==> src/rat_pkg.sv <==
package rat_pkg;

    localparam logic [1:0] OP_SCAN   = 2'd0;
    localparam logic [1:0] OP_CREATE = 2'd1;
    localparam logic [1:0] OP_ACK    = 2'd2;

    localparam logic [1:0] KIND_CMD    = 2'd0;
    localparam logic [1:0] KIND_CREATE = 2'd1;
    localparam logic [1:0] KIND_ACK    = 2'd2;

    localparam logic ST_OK   = 1'b0;
    localparam logic ST_FAIL = 1'b1;

    localparam int MAX_RESULTS = 8;
    localparam int N_W         = $clog2(MAX_RESULTS + 1);

    typedef struct packed {
        logic [1:0]  op;
        logic [31:0] now;
        logic [31:0] start_time;
        logic [31:0] repeat_interval;
        logic [15:0] retry_window;
        logic [7:0]  destination;
        logic [7:0]  device_id;
        logic [7:0]  command_code;
        logic [7:0]  command_value;
    } in_item_t;

    typedef struct packed {
        logic [1:0] kind;
        logic [7:0] out_destination;
        logic [7:0] out_device;
        logic [7:0] out_command;
        logic [7:0] out_value;
        logic       status;
        logic       last;
    } out_item_t;

    typedef struct packed {
        logic [31:0] due;
        logic [31:0] interval;
        logic [15:0] window;
        logic [7:0]  dest;
        logic [7:0]  device;
        logic [7:0]  code;
        logic [7:0]  value;
    } entry_t;

endpackage

==> src/repeating_alarm_table.sv <==
// create searches for a free slot; acknowledge reads and compares each alarm visited, then reports status
// scan reads and compares each alarm visited, sends or advances due ones, then flushes the held command
// one item at a time; the single adder and the entry memory (one write, one read port) set the pace
// a result goes into an output register, so the next item may start while it waits
// reset clears the valid bits, the alarm count and all handshake state; the table is empty
module repeating_alarm_table #(
    parameter int ENTRIES = 8
) (
    input  logic                 clk,
    input  logic                 rst_n,
    input  logic                 req_valid,
    output logic                 req_stall,
    input  rat_pkg::in_item_t    req,
    output logic                 rsp_valid,
    input  logic                 rsp_stall,
    output rat_pkg::out_item_t   rsp
);
    import rat_pkg::*;

    localparam int SLOT_W = (ENTRIES > 1) ? $clog2(ENTRIES) : 1;
    localparam int CNT_W  = $clog2(ENTRIES + 1);

    localparam logic [3:0] S_IDLE     = 4'd0;
    localparam logic [3:0] S_FIND     = 4'd1;
    localparam logic [3:0] S_SCAN_RD  = 4'd2;
    localparam logic [3:0] S_SCAN_CMP = 4'd3;
    localparam logic [3:0] S_ADV      = 4'd4;
    localparam logic [3:0] S_EMIT     = 4'd5;
    localparam logic [3:0] S_FLUSH    = 4'd6;
    localparam logic [3:0] S_ACK_RD   = 4'd7;
    localparam logic [3:0] S_ACK_CMP  = 4'd8;
    localparam logic [3:0] S_STATUS   = 4'd9;

    logic [3:0]        state_reg, state_next;
    in_item_t          item_reg, item_next;
    logic [CNT_W-1:0]  rank_reg, rank_next;
    logic [CNT_W-1:0]  used_reg, used_next;
    logic [N_W-1:0]    n_reg, n_next;
    logic [SLOT_W-1:0] slot_reg, slot_next;
    logic              status_reg, status_next;
    logic [ENTRIES-1:0] valid_reg, valid_next;
    logic [SLOT_W-1:0] order_reg [ENTRIES];
    logic [SLOT_W-1:0] order_next [ENTRIES];
    logic              pend_valid_reg, pend_valid_next;
    out_item_t         pend_reg, pend_next;
    logic              rsp_valid_reg, rsp_valid_next;
    out_item_t         rsp_reg, rsp_next;

    entry_t            mem [ENTRIES];
    entry_t            rd_data_reg;
    logic              mem_we, mem_re;
    logic [SLOT_W-1:0] mem_waddr, mem_raddr;
    entry_t            mem_wdata;

    logic [31:0]       add_a, add_b;
    logic              add_cin;
    logic [32:0]       add_sum;
    logic              past_due, in_window, out_free;
    logic [SLOT_W-1:0] rank_idx;
    out_item_t         cmd_item;

    assign add_sum   = {1'b0, add_a} + {1'b0, add_b} + {32'd0, add_cin};
    assign past_due  = add_sum[32] && (add_sum[31:0] != 32'd0);
    assign in_window = add_sum[31:0] < {16'd0, rd_data_reg.window};
    assign out_free  = !rsp_valid_reg || !rsp_stall;
    assign rank_idx  = rank_reg[SLOT_W-1:0];

    assign req_stall = (state_reg != S_IDLE);
    assign rsp_valid = rsp_valid_reg;
    assign rsp       = rsp_reg;

    always_comb
    begin
        cmd_item                 = '0;
        cmd_item.kind            = KIND_CMD;
        cmd_item.out_destination = rd_data_reg.dest;
        cmd_item.out_device      = rd_data_reg.device;
        cmd_item.out_command     = rd_data_reg.code;
        cmd_item.out_value       = rd_data_reg.value;
    end

    always_comb
    begin
        state_next      = state_reg;
        item_next       = item_reg;
        rank_next       = rank_reg;
        used_next       = used_reg;
        n_next          = n_reg;
        slot_next       = slot_reg;
        status_next     = status_reg;
        valid_next      = valid_reg;
        order_next      = order_reg;
        pend_valid_next = pend_valid_reg;
        pend_next       = pend_reg;
        rsp_valid_next  = rsp_valid_reg && rsp_stall;
        rsp_next        = rsp_reg;
        mem_we          = 1'b0;
        mem_waddr       = slot_reg;
        mem_wdata       = rd_data_reg;
        mem_re          = 1'b0;
        mem_raddr       = order_reg[rank_idx];
        // shared adder defaults to now - due
        add_a           = item_reg.now;
        add_b           = ~rd_data_reg.due;
        add_cin         = 1'b1;

        case (state_reg)
            S_IDLE:
            begin
                if (req_valid)
                begin
                    item_next = req;
                    rank_next = '0;
                    n_next    = '0;
                    case (req.op)
                        OP_SCAN:
                        begin
                            state_next = S_SCAN_RD;
                        end
                        OP_CREATE:
                        begin
                            if (used_reg == CNT_W'(ENTRIES))
                            begin
                                status_next = ST_FAIL;
                                state_next  = S_STATUS;
                            end
                            else
                            begin
                                slot_next  = '0;
                                state_next = S_FIND;
                            end
                        end
                        OP_ACK:
                        begin
                            state_next = S_ACK_RD;
                        end
                        default:
                        begin
                            state_next = S_IDLE;
                        end
                    endcase
                end
            end

            S_FIND:
            begin
                if (!valid_reg[slot_reg])
                begin
                    mem_we             = 1'b1;
                    mem_wdata.due      = item_reg.start_time;
                    mem_wdata.interval = item_reg.repeat_interval;
                    mem_wdata.window   = item_reg.retry_window;
                    mem_wdata.dest     = item_reg.destination;
                    mem_wdata.device   = item_reg.device_id;
                    mem_wdata.code     = item_reg.command_code;
                    mem_wdata.value    = item_reg.command_value;
                    valid_next[slot_reg] = 1'b1;
                    order_next[used_reg[SLOT_W-1:0]] = slot_reg;
                    used_next   = used_reg + CNT_W'(1);
                    status_next = ST_OK;
                    state_next  = S_STATUS;
                end
                else
                begin
                    slot_next = slot_reg + SLOT_W'(1);
                end
            end

            S_SCAN_RD:
            begin
                if (rank_reg >= used_reg)
                begin
                    state_next = S_FLUSH;
                end
                else
                begin
                    mem_re     = 1'b1;
                    slot_next  = order_reg[rank_idx];
                    state_next = S_SCAN_CMP;
                end
            end

            S_SCAN_CMP:
            begin
                if (!valid_reg[slot_reg] || !past_due)
                begin
                    rank_next  = rank_reg + CNT_W'(1);
                    state_next = S_SCAN_RD;
                end
                else if (in_window)
                begin
                    if (n_reg < N_W'(MAX_RESULTS))
                    begin
                        state_next = S_EMIT;
                    end
                    else
                    begin
                        rank_next  = rank_reg + CNT_W'(1);
                        state_next = S_SCAN_RD;
                    end
                end
                else if (rd_data_reg.interval != 32'd0)
                begin
                    state_next = S_ADV;
                end
                else
                begin
                    // one-shot alarm expired: drop it, next alarm moves into this rank
                    valid_next[slot_reg] = 1'b0;
                    for (int i = 0; i < ENTRIES - 1; i++)
                    begin
                        if (CNT_W'(i) >= rank_reg)
                        begin
                            order_next[i] = order_reg[i + 1];
                        end
                    end
                    used_next  = used_reg - CNT_W'(1);
                    state_next = S_SCAN_RD;
                end
            end

            S_ADV:
            begin
                add_a         = rd_data_reg.due;
                add_b         = rd_data_reg.interval;
                add_cin       = 1'b0;
                mem_we        = 1'b1;
                mem_wdata.due = add_sum[31:0];
                if (item_reg.op == OP_ACK)
                begin
                    status_next = ST_OK;
                    state_next  = S_STATUS;
                end
                else
                begin
                    rank_next  = rank_reg + CNT_W'(1);
                    state_next = S_SCAN_RD;
                end
            end

            S_EMIT:
            begin
                // the held command goes out here once a later one shows it is not last; else S_FLUSH sends it as last
                if (!pend_valid_reg || out_free)
                begin
                    if (pend_valid_reg)
                    begin
                        rsp_valid_next = 1'b1;
                        rsp_next       = pend_reg;
                    end
                    pend_next       = cmd_item;
                    pend_valid_next = 1'b1;
                    n_next          = n_reg + N_W'(1);
                    rank_next       = rank_reg + CNT_W'(1);
                    state_next      = S_SCAN_RD;
                end
            end

            S_FLUSH:
            begin
                if (!pend_valid_reg)
                begin
                    state_next = S_IDLE;
                end
                else if (out_free)
                begin
                    rsp_valid_next  = 1'b1;
                    rsp_next        = pend_reg;
                    rsp_next.last   = 1'b1;
                    pend_valid_next = 1'b0;
                    state_next      = S_IDLE;
                end
            end

            S_ACK_RD:
            begin
                if (rank_reg >= used_reg)
                begin
                    status_next = ST_FAIL;
                    state_next  = S_STATUS;
                end
                else
                begin
                    mem_re     = 1'b1;
                    slot_next  = order_reg[rank_idx];
                    state_next = S_ACK_CMP;
                end
            end

            S_ACK_CMP:
            begin
                if (valid_reg[slot_reg] && rd_data_reg.dest == item_reg.destination)
                begin
                    if (past_due && rd_data_reg.value == item_reg.command_value)
                    begin
                        if (rd_data_reg.interval != 32'd0)
                        begin
                            state_next = S_ADV;
                        end
                        else
                        begin
                            valid_next[slot_reg] = 1'b0;
                            for (int i = 0; i < ENTRIES - 1; i++)
                            begin
                                if (CNT_W'(i) >= rank_reg)
                                begin
                                    order_next[i] = order_reg[i + 1];
                                end
                            end
                            used_next   = used_reg - CNT_W'(1);
                            status_next = ST_OK;
                            state_next  = S_STATUS;
                        end
                    end
                    else
                    begin
                        status_next = ST_FAIL;
                        state_next  = S_STATUS;
                    end
                end
                else
                begin
                    rank_next  = rank_reg + CNT_W'(1);
                    state_next = S_ACK_RD;
                end
            end

            S_STATUS:
            begin
                if (out_free)
                begin
                    rsp_valid_next  = 1'b1;
                    rsp_next        = '0;
                    rsp_next.kind   = (item_reg.op == OP_CREATE) ? KIND_CREATE : KIND_ACK;
                    rsp_next.status = status_reg;
                    rsp_next.last   = 1'b1;
                    state_next      = S_IDLE;
                end
            end

            default:
            begin
                state_next = S_IDLE;
            end
        endcase
    end

    always_ff @(posedge clk or negedge rst_n)
    begin
        if (!rst_n)
        begin
            state_reg      <= S_IDLE;
            rank_reg       <= '0;
            used_reg       <= '0;
            n_reg          <= '0;
            valid_reg      <= '0;
            pend_valid_reg <= 1'b0;
            rsp_valid_reg  <= 1'b0;
        end
        else
        begin
            state_reg      <= state_next;
            rank_reg       <= rank_next;
            used_reg       <= used_next;
            n_reg          <= n_next;
            valid_reg      <= valid_next;
            pend_valid_reg <= pend_valid_next;
            rsp_valid_reg  <= rsp_valid_next;
        end
    end

    always_ff @(posedge clk)
    begin
        item_reg   <= item_next;
        slot_reg   <= slot_next;
        status_reg <= status_next;
        order_reg  <= order_next;
        pend_reg   <= pend_next;
        rsp_reg    <= rsp_next;
    end

    // entry memory, one write and one registered read per cycle
    always_ff @(posedge clk)
    begin
        if (mem_we)
        begin
            mem[mem_waddr] <= mem_wdata;
        end
        if (mem_re)
        begin
            rd_data_reg <= mem[mem_raddr];
        end
    end

    a_used_bound: assert property (@(posedge clk) disable iff (!rst_n)
        used_reg <= CNT_W'(ENTRIES))
        else $error("alarm count above table size");

    a_used_matches_valid: assert property (@(posedge clk) disable iff (!rst_n)
        $countones(valid_reg) == int'(used_reg))
        else $error("alarm count out of step with valid bits");

    a_no_pending_when_idle: assert property (@(posedge clk) disable iff (!rst_n)
        (state_reg == S_IDLE) |-> !pend_valid_reg)
        else $error("held command left over after scan");

    a_send_cap: assert property (@(posedge clk) disable iff (!rst_n)
        n_reg <= N_W'(MAX_RESULTS))
        else $error("too many commands sent in one scan");

    a_status_is_last: assert property (@(posedge clk) disable iff (!rst_n)
        (rsp_valid_reg && rsp_reg.kind != KIND_CMD) |-> rsp_reg.last)
        else $error("status item not marked last");

endmodule
==> config.mk <==
export PLATFORM = sky130hd
export DESIGN_NAME = repeating_alarm_table
export DESIGN_NICKNAME = d
export VERILOG_FILES = /design/src/rat_pkg.sv /design/src/repeating_alarm_table.sv
export SDC_FILE = /design/constraint.sdc
export NUM_CORES = 2
export LEC_CHECK = 0
export BUFFER_PORTS_ARGS = -buffer_cell sky130_fd_sc_hd__buf_2
export CORE_UTILIZATION = 48
export CTS_CLUSTER_DIAMETER = 200
export DETAILED_ROUTE_END_ITERATION = 7
export PLACE_DENSITY_LB_ADDON = 0.1
export SLEW_MARGIN = 10
export SYNTH_ARGS = -nofsm -noshare
export SYNTH_HDL_FRONTEND = slang
export SYNTH_SLANG_ARGS = --single-unit
==> constraint.sdc <==
create_clock -name clk -period 16.9 [get_ports clk]
set_clock_uncertainty 0.05 [all_clocks]
set_input_delay 0.845 -clock clk [delete_from_list [all_inputs] [get_ports clk]]
set_output_delay 0.845 -clock clk [all_outputs]
set_load 0.05 [all_outputs]
# Word level (Yosys, flattened, before mapping)
# Memory sizes are Yosys's and may differ from the RTL's. A register that Yosys moved wholly into a read port is not among the register bits.
# Index checks and enable logic that the tools add are counted.
dict set report word_totals {
  register_bits 268
  mem_bits_rw 896
  out_inout_bits 38
  memories 1
}
# name words word_bits rd rd_ports_with_merged_regs write_ports line_no
set mem_list {}
lappend mem_list {mem 8 112 1 1 1 repeating_alarm_table.sv:49} ;# entry_t mem [ENTRIES];
dict set report classes {
  n_addsub 7
  magnitude_cmp 15
  eq_ne 39
  mux 110
  bitwise_logic 7
  n_reduce_logical 38
}
# operator count
set ops {}
lappend ops {{2-to-1 mux 36 bit} 5}
lappend ops {{2-to-1 mux 112 bit} 1}
lappend ops {{case mux 36 bit (3 select lines)} 1}
lappend ops {{2-to-1 mux 21 bit} 5}
lappend ops {{2-to-1 mux 4 bit} 26}
lappend ops {{2-to-1 mux 80 bit} 1}
lappend ops {{2-to-1 mux 32 bit} 2}
lappend ops {{case mux 32 bit (2 select lines)} 1}
lappend ops {{nonzero test 32 bit} 2}
lappend ops {{case mux 21 bit (3 select lines)} 1}
lappend ops {{2-to-1 mux 3 bit} 18}
lappend ops {{2-to-1 mux 8 bit} 6}
lappend ops {{case mux 4 bit (10 select lines)} 1}
lappend ops {{!= test 2 bit, second input constant} 19}
lappend ops {{adder 32 x 32 -> 33 bit} 1}
lappend ops {{adder 33 x 1 -> 33 bit} 1}
lappend ops {{< comparator 32 x 16 -> 1 bit} 1}
lappend ops {{NOT 32 bit} 1}
lappend ops {{2-to-1 mux 1 bit} 25}
lappend ops {{bitwise mux 24 bit} 1}
lappend ops {{2-to-1 mux 24 bit} 1}
lappend ops {{case mux 4 bit (3 select lines)} 2}
lappend ops {{case mux 8 bit (3 select lines)} 1}
lappend ops {{case mux 4 bit (5 select lines)} 1}
lappend ops {{51 further kinds} 92}

# Depth between registers and ports, before layout
dict set report depth {
  word_depth 10
  ltp_mapped 27
}

# Worst setup path before layout
# No wires, ideal clock.
dict set report synth_path {
  path_kind {register to register}
  startpoint {register slot_reg[0], in the netlist mem_waddr[0]}
  endpoint {memory mem[0][0] (netlist bit) (enable)}
  setup_time_ns 0.858
  t_arrival_ns 12.685
  required_ns 15.992
  slack_ns 3.307
  path_stages_with_launch 11
  path_cell_list {edfxtp_1 clkbuf_1 mux2i_1 mux4_2 o21a_1 clkbuf_1 nor2b_1 clkbuf_1 nor2_1 clkbuf_1 nor4_1}
}
dict set report synth_between {
  elab_chain_len 6
}
# item line_no
set synth_lines {}
lappend synth_lines {{from (decl)} repeating_alarm_table.sv:39} ;# logic [SLOT_W-1:0] slot_reg, slot_next;
lappend synth_lines {{from (signal assigned)} repeating_alarm_table.sv:375} ;# slot_reg <= slot_next;
lappend synth_lines {{binary-select mux 1 bit (select 3 bit)} repeating_alarm_table.sv:147} ;# if (!valid_reg[slot_reg])
lappend synth_lines {{2-to-1 mux 1 bit (implied by the code)} repeating_alarm_table.sv:147}
lappend synth_lines {{2-to-1 mux 1 bit} repeating_alarm_table.sv:147}
lappend synth_lines {{case mux 1 bit (2 select lines)} repeating_alarm_table.sv:107} ;# case (state_reg)
lappend synth_lines {{2-to-1 mux 1 bit} repeating_alarm_table.sv:385} ;# if (mem_we)
lappend synth_lines {{2-to-1 mux 1 bit (implied by the code)} repeating_alarm_table.sv:387} ;# mem[mem_waddr] <= mem_wdata;
lappend synth_lines {{to (decl)} repeating_alarm_table.sv:49}
# Parallel ways exist; a longest one is shown, timed or not. The select of a mux whose other input is x is not followed.

# Worst setup path after layout
dict set report layout_path {
  startpoint {register state_reg[1]}
  endpoint {register order_reg[7] (netlist bit) (enable)}
}
dict set report layout_between {
  elab_chain_len 10
  word_cells_on_any_way 22
  classes_between {add/sub (2); order compare (1); eq/ne (9); mux (3); reduce/logical (7)}
}
# item line_no
set layout_lines {}
lappend layout_lines {{from (decl)} repeating_alarm_table.sv:34} ;# logic [3:0] state_reg, state_next;
lappend layout_lines {{from (signal assigned)} repeating_alarm_table.sv:362} ;# state_reg <= state_next;
lappend layout_lines {{branches (longest 9 deep; another with adder 32 x 32 -> 33 bit)} n/a}
lappend layout_lines {{AND reduction 6 bit (no line) *} n/a}
lappend layout_lines {{to (signal assigned)} repeating_alarm_table.sv:377} ;# order_reg <= order_next;
lappend layout_lines {{to (decl)} repeating_alarm_table.sv:42} ;# logic [SLOT_W-1:0] order_reg [ENTRIES];
# Every way passes the cells marked *.
# A chain may end at the register's enable or synchronous reset.

==> flow_summary.toml <==
[status]
outcome = "completed"

[cts]
clock_path_buffers = 3
insertion_delay_ps = 750
path_clk_slew_ps = 60
htree_num_levels = 4
cts_hold_buf = 0
cts_sinks = 1276
cts_setup_buffers = 0
root_buffer = "clkbuf_16"
numCtsBuffers = 135
postCtsResizedCells = 0
cts_tree = "built"

[floorplan]
initial_utilization_pct = 48.4
dieArea_um2 = 113000
die_w_um = 336
die_y_um = 336
core.rowCount = 122
core-area_um2 = 111000
ios = 188

[flow_run]
maxCapViolCount = 0

[critical_path]
cp-end-kind = "register"
setup.worst_path.class = "reg -> reg"
cp_num_buf_inv = 1
worstPathArrival_ps = 7800
crit_fanout = 31
crit_slowest_cell = "a2111oi_0"
crit_required_ps = 17200
crit_cells = 18
rr_startpoint = "state_reg[1]"
crit_start = "state_reg[1]"
cp_top_family = "compound AO/OA/AOI/OAI gates"
worstPathCellList = "or4b_4 -> inv_2 -> nand2_1 -> nand2_1 -> ha_1 -> a21o_1 -> fa_1 -> a21o_1 -> a221o_1 -> and3_1 -> a2111oi_1 -> ha_1 -> nand4_1 -> nor4_1 -> a21oi_1 -> or2_1 -> and3_1 -> a2111oi_0"
reg2reg_slack_ps = 9400
rr_endpoint = "order_reg[7]"
r2r_cells = 18
cp_slowest_stage_delay_ps = 1060
setup.worst_path.start_class = "register"
cp-endpoint = "order_reg[7]"

[layout]
layout-drive-gt1-share_pct = 11.9
final_cell_mix = "1,250 x edfxtp_1, 1,241 x nand2_1, 581 x nand3_1"
nets = 4652
final_common_cell = "edfxtp_1"
final_cells = 6030
fillers = 9367
largest_register_ffs = 896
fin_area_um2 = 60100
area_delta_synth_final_pct = 12.3

[placement]
dpl_cell_area_um2 = 55900
port_buffers = 187
dp.cells = 5787
pre_cts_ws_ps = 9480
gp_congestion = 0.881
post-dp-hpwl_um = 76900

[drt]
wire_per_inst_um = 23.1
drt_iter0_markers = 3081
drt_pass1_iterations = 5
wl_um = 139000
num_vias = 34100
ant_nets = 0
drc = 0
viasPerCell = 5.66

[timing]
fin_crit_sh_pct = 44.4
max_freq_mhz = 133
fin_crit_ps = 7500
slew_headroom_pct = 12.1
setup_ws_ps = 9400
finalSetupTns_ps = 0
rsz0062_at_grt = "no"
finalHoldViolCount = 0
hold_slack_ps = 91.2
worst_slew_pin_slew_ps = 1290
finalSetupViolCount = 0
slew_violations = 0

[power_and_ir_drop]
ir_worst_vdd_mv = 0.211
p_per_area_nw_per_um2 = 214
power.leakage_nw = 21.6

[synthesis]
async_flop_share_pct = 2.04
syn-num-nets = 4533
syn_area_per_cell_um2 = 12.4
ys_warn_count = 0
syn_inst = 4317
synth_area_leaders = "edfxtp_1 70%, nand2_1 8.7%, nand3_1 5.4%"
seq_area_frac_synth_pct = 71.4
synth_top_area_share_pct = 70.2
ys_seq_elements = 1276
synth_enable_flop_cells = 1250
ys_types = 83
yosys_most_used_dff = "edfxtp_1"
syn_area_um2 = 53500
yosysTopAreaCell = "edfxtp_1"

[global_route]
grt_antenna_before_repair = 2
grt_first_pass_wirelength_um = 208000
grt_pass1_vias = 32262
grt-ovfl-total = 0
grt_max_degree = 209
groute.usage.overall_pct = 24.7

[hold_path]
worst_hold_path_type = "in -> async"
-- kinds of logic (layout without fill, tap and decap cells) --
family,after synthesis,in the layout,synth area share (%)
AOI/OAI and AO/OA,431,431,4.92
xor gates and xnor gates,44,44,0.720
adders and majority gates,66,66,1.57
buffers and inverters,299,521,2.15
DFF,1276,1276,71.4
muxes,95,95,2.17
other,0,3,0
and+or+nand+nor,2106,2106,17.1
-- cell type report --
class / count / area (um2) / area share, %
multi-input combinational: 2742 / 14300 / 23.8
inverter: 45 / 169 / 0.281
tap: 1488 / 1860 / 3.10
sequential: 1276 / 38200 / 63.5
clock buffer: 170 / 3620 / 6.03
clock inverter: 70 / 533 / 0.887
antenna: 3 / 7.51 / 0.0125
timing repair buffer: 236 / 1390 / 2.31
-- how the worst min path moves through the flow --
stage,slack (ps),end,cells past startpoint
after floorplan,370,pend_reg[10],0
after global placement,370,pend_reg[12],0
after detailed placement,380,pend_reg[17],0
after CTS,60,async pin,1
after global routing,100,async pin,1
final,90,async pin,1
-- per-stage QoR --
stage / util (%) / power [W]
detailed placement: 50.6 / 0.0102
floorplan: - / 0.00856
finish: 54.4 / 0.0129
CTS: 54.4 / 0.0130
global route: 54.4 / 0.0137
global placement: 50.6 / 0.0101
-- routing by layer --
layer,part of all wire (%),track usage [%]
met3,5.2,3.47
met2,47,39.2
met4,2.1,6.85
met1,46,35.7
met5,0.0093,0
-- report_power, final --
group | switching (W) | internal (W)
Clock | 0.00120 | 0.00160
Sequential | 0.000348 | 0.00473
Combinational | 0.00354 | 0.00147
-- synth_stat cells, types with 5 or more instances --
library cell and n:
mux2_4 6, a221o_1 6, a221oi_1 6, nor2_1 97
edfxtp_1 1250, mux4_2 7, o21a_1 9, nand3_1 581
mux2i_1 9, nand2_1 1241, a22oi_1 29, a21o_1 22
inv_1 43, nor2b_1 5, nand4_1 20, o21ai_0 188
clkbuf_1 226, and3_1 13, a211oi_1 10, a21oi_1 87
mux2_2 73, nor4_1 23, a31oi_1 12, buf_1 18
o22ai_1 7, buf_2 6, xor2_1 22, xnor2_1 22
dfrtp_1 26, nor3_1 35, ha_1 64, nand2b_1 11
or3_1 12, and2_1 39, nor3b_1 6, or2_2 5
Power figures use the tool's default switching activity.
